[src/hdl/esm_pkg.sv]
// Shared types, constants and the pitch step table of the eight-voice sample mixer.
package esm_pkg;

  localparam int VOICES              = 8;
  localparam int SAMPLE_MEMORY_DEPTH = 65536;
  localparam int VIDX_W              = $clog2(VOICES);
  localparam int MEM_AW              = $clog2(SAMPLE_MEMORY_DEPTH);
  localparam int QDEPTH              = 2;
  localparam int QPTR_W              = $clog2(QDEPTH);
  localparam int QCNT_W              = $clog2(QDEPTH + 1);

  localparam logic [VIDX_W-1:0] VLAST = VIDX_W'(VOICES - 1);

  localparam logic [1:0] ACT_LOAD   = 2'd0;
  localparam logic [1:0] ACT_START  = 2'd1;
  localparam logic [1:0] ACT_MIX    = 2'd2;
  localparam logic [1:0] ACT_UNUSED = 2'd3;

  localparam logic KIND_START = 1'b0;
  localparam logic KIND_MIX   = 1'b1;

  localparam logic [15:0] HANDLE_FIRST = 16'd100;

  typedef enum logic [2:0] {
    OP_LOAD  = 3'b001,
    OP_START = 3'b010,
    OP_MIX   = 3'b100
  } op_t;

  typedef struct packed {
    logic [1:0]  action;
    logic [15:0] address;
    logic [7:0]  sample_byte;
    logic [16:0] length;
    logic [6:0]  volume;
    logic [7:0]  separation;
    logic [7:0]  pitch;
    logic [7:0]  sound_id;
    logic        exclusive;
    logic [30:0] now;
  } cmd_t;

  typedef struct packed {
    logic               kind;
    logic signed [15:0] left_sample;
    logic signed [15:0] right_sample;
    logic [15:0]        handle;
  } res_t;

  // Head of the command queue as seen by the back end.
  typedef struct packed {
    logic valid;
    op_t  op;
    cmd_t cmd;
  } head_t;

  // 2^(m/64) scaled by 2^17, one octave; lower octaves shift right.
  localparam logic [17:0] STEP_BASE [64] = '{
    18'd131072, 18'd132499, 18'd133942, 18'd135400,
    18'd136875, 18'd138365, 18'd139872, 18'd141395,
    18'd142935, 18'd144491, 18'd146064, 18'd147655,
    18'd149263, 18'd150888, 18'd152531, 18'd154192,
    18'd155871, 18'd157569, 18'd159284, 18'd161019,
    18'd162772, 18'd164545, 18'd166337, 18'd168148,
    18'd169979, 18'd171830, 18'd173701, 18'd175592,
    18'd177504, 18'd179437, 18'd181391, 18'd183367,
    18'd185363, 18'd187382, 18'd189422, 18'd191485,
    18'd193570, 18'd195678, 18'd197809, 18'd199963,
    18'd202140, 18'd204341, 18'd206566, 18'd208816,
    18'd211090, 18'd213388, 18'd215712, 18'd218061,
    18'd220435, 18'd222836, 18'd225262, 18'd227715,
    18'd230195, 18'd232702, 18'd235236, 18'd237797,
    18'd240387, 18'd243004, 18'd245650, 18'd248325,
    18'd251029, 18'd253763, 18'd256526, 18'd259320
  };

  // 3.16 step for a pitch index; 128 gives exactly 1.0.
  function automatic logic [18:0] pitch_step_of(input logic [7:0] p);
    logic [17:0] base;
    base = STEP_BASE[p[5:0]];
    return {1'b0, base >> (~p[7:6])};
  endfunction

endpackage

[src/hdl/esm_front.sv]
// Front end: accepts command items, classifies them and queues them for the back end.
module esm_front import esm_pkg::*; (
  input  logic  clk,
  input  logic  rst,
  input  logic  cmd_valid,
  output logic  cmd_stall,
  input  cmd_t  cmd,
  output head_t head,
  input  logic  pop
);

  op_t              q_op  [QDEPTH];
  cmd_t             q_cmd [QDEPTH];
  logic [QPTR_W-1:0] wp;
  logic [QPTR_W-1:0] rp;
  logic [QCNT_W-1:0] count;
  op_t              op;
  logic             known;
  logic             push;

  // Map the action code; unused codes are taken and dropped.
  always_comb begin
    op    = OP_LOAD;
    known = 1'b1;
    case (cmd.action)
      ACT_LOAD:  op = OP_LOAD;
      ACT_START: op = OP_START;
      ACT_MIX:   op = OP_MIX;
      default:   known = 1'b0;
    endcase
  end

  assign cmd_stall = (count == QCNT_W'(QDEPTH));
  assign push      = cmd_valid && !cmd_stall && known;

  assign head.valid = (count != '0);
  assign head.op    = q_op[rp];
  assign head.cmd   = q_cmd[rp];

  always_ff @(posedge clk) begin
    if (push) begin
      q_op[wp]  <= op;
      q_cmd[wp] <= cmd;
    end
  end

  always_ff @(posedge clk) begin
    if (rst) begin
      wp    <= '0;
      rp    <= '0;
      count <= '0;
    end else begin
      if (push) begin
        wp <= (wp == QPTR_W'(QDEPTH - 1)) ? '0 : wp + 1'b1;
      end
      if (pop) begin
        rp <= (rp == QPTR_W'(QDEPTH - 1)) ? '0 : rp + 1'b1;
      end
      if (push && !pop) begin
        count <= count + 1'b1;
      end else if (pop && !push) begin
        count <= count - 1'b1;
      end
    end
  end

endmodule

[config.mk]
export PLATFORM = sky130hd
export DESIGN_NAME = esm_front
export DESIGN_NICKNAME = d
export VERILOG_FILES = /design/src/hdl/esm_pkg.sv /design/src/hdl/esm_front.sv
export SDC_FILE = /design/constraint.sdc
export NUM_CORES = 1
export LEC_CHECK = 0
export BUFFER_PORTS_ARGS = -buffer_cell sky130_fd_sc_hd__buf_4
export CAP_MARGIN = 20
export CORE_MARGIN = 5
export CORE_UTILIZATION = 35
export CTS_CLUSTER_DIAMETER = 30
export DETAILED_ROUTE_END_ITERATION = 8
export PLACE_DENSITY = 0.68
export SYNTH_ARGS = -nofsm -noshare
export SYNTH_HDL_FRONTEND = slang
export SYNTH_SLANG_ARGS = --single-unit
[constraint.sdc]
create_clock -name clk -period 6.49 [get_ports clk]
set_input_delay 0.649 -clock clk [delete_from_list [all_inputs] [get_ports clk]]
set_output_delay 0.649 -clock clk [all_outputs]
set_load 0.02 [all_outputs]
# Word-level counts from Yosys, hierarchy flattened
# Memory sizes are Yosys's and may differ from the RTL's. A register that Yosys moved wholly into a read port is not among the register bits.
# Index checks and enable logic that the tools add are counted.
[totals]
word_cells = 35
reg_bits = 4
mem_count = 2
mem_bits_rw = 218
out_inout_bits = 111
inputBits = 110
[memory_table]
columns = ["name", "depth", "word_bits", "rd", "rd_clocked_by_memory_dff", "wr", "line_no", "rtl"]
rows = [
  ["q_cmd", 2, 106, 1, 1, 1, "esm_front.sv:13", "cmd_t q_cmd [QDEPTH];"],
  ["q_op", 2, 3, 1, 1, 1, "esm_front.sv:12", "op_t q_op [QDEPTH];"],
]
[classes]
n_reduce_logical = 11
addsub = 4
n_eq_ne = 3
n_mux = 12
[ops]
columns = ["cell", "count"]
rows = [
  ["$mux 1", 9],
  ["$pmux 3 s2", 1],
  ["$eq 2x2->1 const B", 2],
  ["$logic_and 1x1->1", 4],
  ["$mux 2", 2],
  ["$reduce_bool 2->1", 2],
  ["$logic_not 1->1", 3],
  ["$reduce_or 3->1", 1],
  ["$add 1x1->1 const B", 2],
  ["$add 2x1->2 const B", 1],
  ["$eq 2x1->1 const B", 1],
  ["$logic_not 2->1", 1],
  ["$sub 2x1->2 const B", 1],
]

# Longest topological paths before layout
[depth]
depth_word = 8
ltp_mapped = 7
ltp_nobuf = 7

# Worst setup path after synthesis
# No wires, ideal clock.
[synth_path]
path_type = "input to register"
from = "input port cmd[104] in the netlist's numbering"
to = "memory q_cmd[1][0] in the netlist's numbering (enable)"
cell_stages = 3
path_buffers = 0
slack_ps = 2404
required_ps = 6009
t_arrival_ps = 3605
setup_ps = 481
path_cell_list = "ha_1 nor2b_1 and3_1"
[synth_between]
elab_chain_cells = 6
elab_cells_between_ends = 8
classes_between = "eq/ne (2); mux (3); reduce/logical (3)"
[synth_lines]
columns = ["item", "line_no", "rtl"]
rows = [
  ["start, declared", "esm_front.sv:7", "input cmd_t cmd,"],
  ["$eq 2x2->1, or another cell as far along", "esm_front.sv:25", "case (cmd.action)"],
  ["$reduce_or 3->1 (no source line) *", "-", ""],
  ["$mux 1 *", "esm_front.sv:25", ""],
  ["$logic_and 1x1->1 *", "esm_front.sv:34", "assign push = cmd_valid && !cmd_stall && known;"],
  ["$mux 1 *", "esm_front.sv:41", "if (push) begin"],
  ["$mux 1 (implied by the code) *", "esm_front.sv:43", "q_cmd[wp] <= cmd;"],
  ["end, declared", "esm_front.sv:13", ""],
]
# Mark *: on every way between the ends. The rest lies on a longest branch, timed or not.

==> impl_results.md <==
- N_diodes: 0
- HP Class: input port to register
- Rows: 55
- Peak supply drop: 231 uV
- Initial DRC Count: about 190
- Syn Area/Cell: about 22 um^2
- WP data arrival: roughly 2.7 ns
- Startpoint types: register
- Buf+Inv Stages, Crit Path: 2
- R2r setup slk: roughly 4 ns
- Slew HR: 0.437
- Max clock buf depth: 3
- Crit path max fanout: approximately 60
- Sink Count: 223
- Routability congestion estimate from global placement: 0.742
- Layout cells sized above 1: 0.614
- Clk slew on worst S/H paths: 0.05 ns
- Crit path max-delay family: buffers and inverters
- RSZ-0062 raised after global routing: false
- # setup viols final: 0
- WL per Instance: 17.4 um
- Slew Limit Fails: 0
- Vias: 4223
- PwrDens: between 300 and 400 nW/um^2
- CTS Root Buffer Type: clkbuf_16
- Detailed Route WL: roughly 17 mm
- Worst-path cell chain: buf_4 > mux2_2 > buf_4
- I/O Pins: between 200 and 250
- Largest net degree at the start of global routing: 60
- First-pass GRT wire length: roughly 26 mm
- Post-route setup TNS: 0 ns
- FF-to-FF End: q_cmd[1][99]
- Hold path startpoint: cmd[37]
- Mapped Area: 8170 um^2
- Final Non-Filler Cells: a little under 1000
- CP max stage delay: slightly below 0.8 ns
- Clk Latency, worst-skew pair: roughly 0.5 ns
- Dpl hpwl: 11.2 mm
- Vias in the first global route: 4776
- GRT Total Usage: 0.122
- # Max-Cap Violations: 0
- GRT overflow: 0
- Core box area: between 20000 and 25000 um^2
- Die area: approximately 26000 um^2
- Worst Setup End Kind: output port
- Vias per inst: 4.36
- Post-Place Cells: roughly 900
- YS warnings: 0
- Chip height: between 150 and 200 um
- Final clock skew: roughly 0.011 ns
- Final hold violations: 0
- Final Cycle Share: 0.518
- Syn_nets: ~490
- Synthesis-to-layout area growth: 40.9%
- CTS hold repair buffers: 0
- Initial Util: 0.358
- Post-route ant nets: 0
- Reg2reg start: count[0]
- IO Port Bufs: 220
- Hold depth: 1
- Post-route DRC: 0
- R2R depth: 3
- FF+latch count, synth: about 220
- Antenna violations before repair: 0
- Slew @ Worst Pin: between 0.8 and 0.9 ns
- Tmin final: between 3 and 4 ns
- Syn Inst Count: between 300 and 400
- Critical Setup Path Class: register to output port
- Total setup buffers inserted after CTS: 0
- Highest clock rate: 0.298 GHz
- DR pass1 iterations: 4
- Nets: 739
- Status: finished clean
- Clock tree from TritonCTS: built
- Required @ worst endpoint: between 5 and 6 ns
- Fill count: between 1500 and 2000
- Netlist cell types: 21
- Die X: about 160 um
- H-tree levels: 2
- Slowest cell on the critical path: dfxtp_4
- Sequential fraction of the synthesis area: 0.814
- Most Frequent Cell on Critical Path: buf_4
- Lkg Pwr: ~4.3 nW
- WHS Endpoint: q_cmd[0][37]
- Num CTS Buffers: between 40 and 50
- Cts repair resizes: 0
-- logic make-up after synthesis --
family	after synthesis	synth area share
flops	223	0.814
mux	109	0.155
buf+inv	18	0.0124
simple gates	10	0.00659
compound gates	4	0.00276
fa+ha+maj	4	0.00613
xor+xnor	3	0.00322
-- power by group --
part           leakage (nW)  total, W  switching [W]  internal, W
Clock                 0.650   0.00202       0.000668      0.00136
Combinational          1.63  0.000539       0.000290     0.000249
Sequential             2.06   0.00175      0.0000359      0.00171
Total                  4.34   0.00431       0.000993      0.00332
-- per-stage QoR --
step	utilization	total power [W]	setup slack (ns)	hold WS, ns	cell area (um^2)
after global placement	0.446	0.00231	3.39	0.474	10200
after global routing	0.505	0.00447	2.99	0.323	11500
after CTS	0.505	0.00437	3.07	0.322	11500
after floorplan	-	0.00208	2.40	0.461	8170
final	0.505	0.00431	3.13	0.348	11500
after detailed placement	0.446	0.00232	3.29	0.501	10200
-- synthesized netlist by cell type (all sizes together) --
library cell | count | area, um^2
nor2b | 1 | 6.26
or3 | 1 | 6.26
inv | 6 | 22.5
nand2b | 1 | 6.26
a21o | 1 | 7.51
and2 | 1 | 6.26
buf | 12 | 78.8
a21oi | 2 | 10.0
mux2 | 109 | 1260
o21ai | 1 | 5.00
nand3 | 1 | 5.00
nor2 | 3 | 11.3
xor2 | 2 | 17.5
edfxtp | 218 | 6550
xnor2 | 1 | 8.76
or2 | 1 | 6.26
and3 | 1 | 6.26
ha | 4 | 50.1
dfxtp | 5 | 100
-- layout make-up --
cell class / instances / area (um^2) / share of cell area
Multi-Input combinational cell: 130 / 1420 / 0.124
Tap cell: 313 / 392 / 0.0340
Clock inverter: 30 / 310 / 0.0270
Clock buffer: 43 / 1030 / 0.0898
Timing Repair Buffer: 223 / 1670 / 0.145
Inverter: 6 / 25.0 / 0.00217
Sequential cell: 223 / 6650 / 0.578
-- cells in the final DEF, fill, tap and decap left out, types with 2 or more instances in the layout --
cell type	count
inv_1	5
clkbuf_1	2
dfxtp_1	4
clkinv_1	5
mux2_2	99
bufinv_16	5
inv_6	3
mux2_4	10
xor2_1	2
ha_1	4
edfxtp_1	218
clkinv_2	8
a21oi_1	2
clkinvlp_4	5
clkbuf_16	41
nor2_1	3
clkinv_4	3
buf_4	223
-- flip-flops by register name, summed over array words and instances (netlist names), named ones only --
register / flops
count: 2
q_cmd: 212
q_op: 6
rp: 1
wp: 1
-- worst reg2reg max path, cell delays in order, from the launching register on --
cell and delay [ns]:
dfxtp_1 0.39, nand2b_1 0.23, and3_4 0.69, buf_4 0.74
-- routing by layer --
layer / share of wire / track usage / up-vias / routed length, um
met5: 0 / 0 / - / 0
met2: 0.51 / 0.205 / 161 / 8510
li1: - / - / 1980 / -
met3: 0.082 / 0.0445 / 24 / 1380
met1: 0.40 / 0.148 / 2058 / 6680
met4: 0.015 / 0.0335 / 0 / 253
-- worst max-delay path by stage --
stage | startpoint | to | cells past startpoint
detailed placement | cmd[104] | q_cmd[1][26] | 5
global placement | cmd[104] | q_cmd[0][28] | 6
global route | register | head[105] | 3
floorplan | cmd[104] | q_cmd[1][0] | 3
finish | register | head[41] | 3
CTS | register | head[104] | 3
Note: power is estimated with default switching activity, not from simulation.
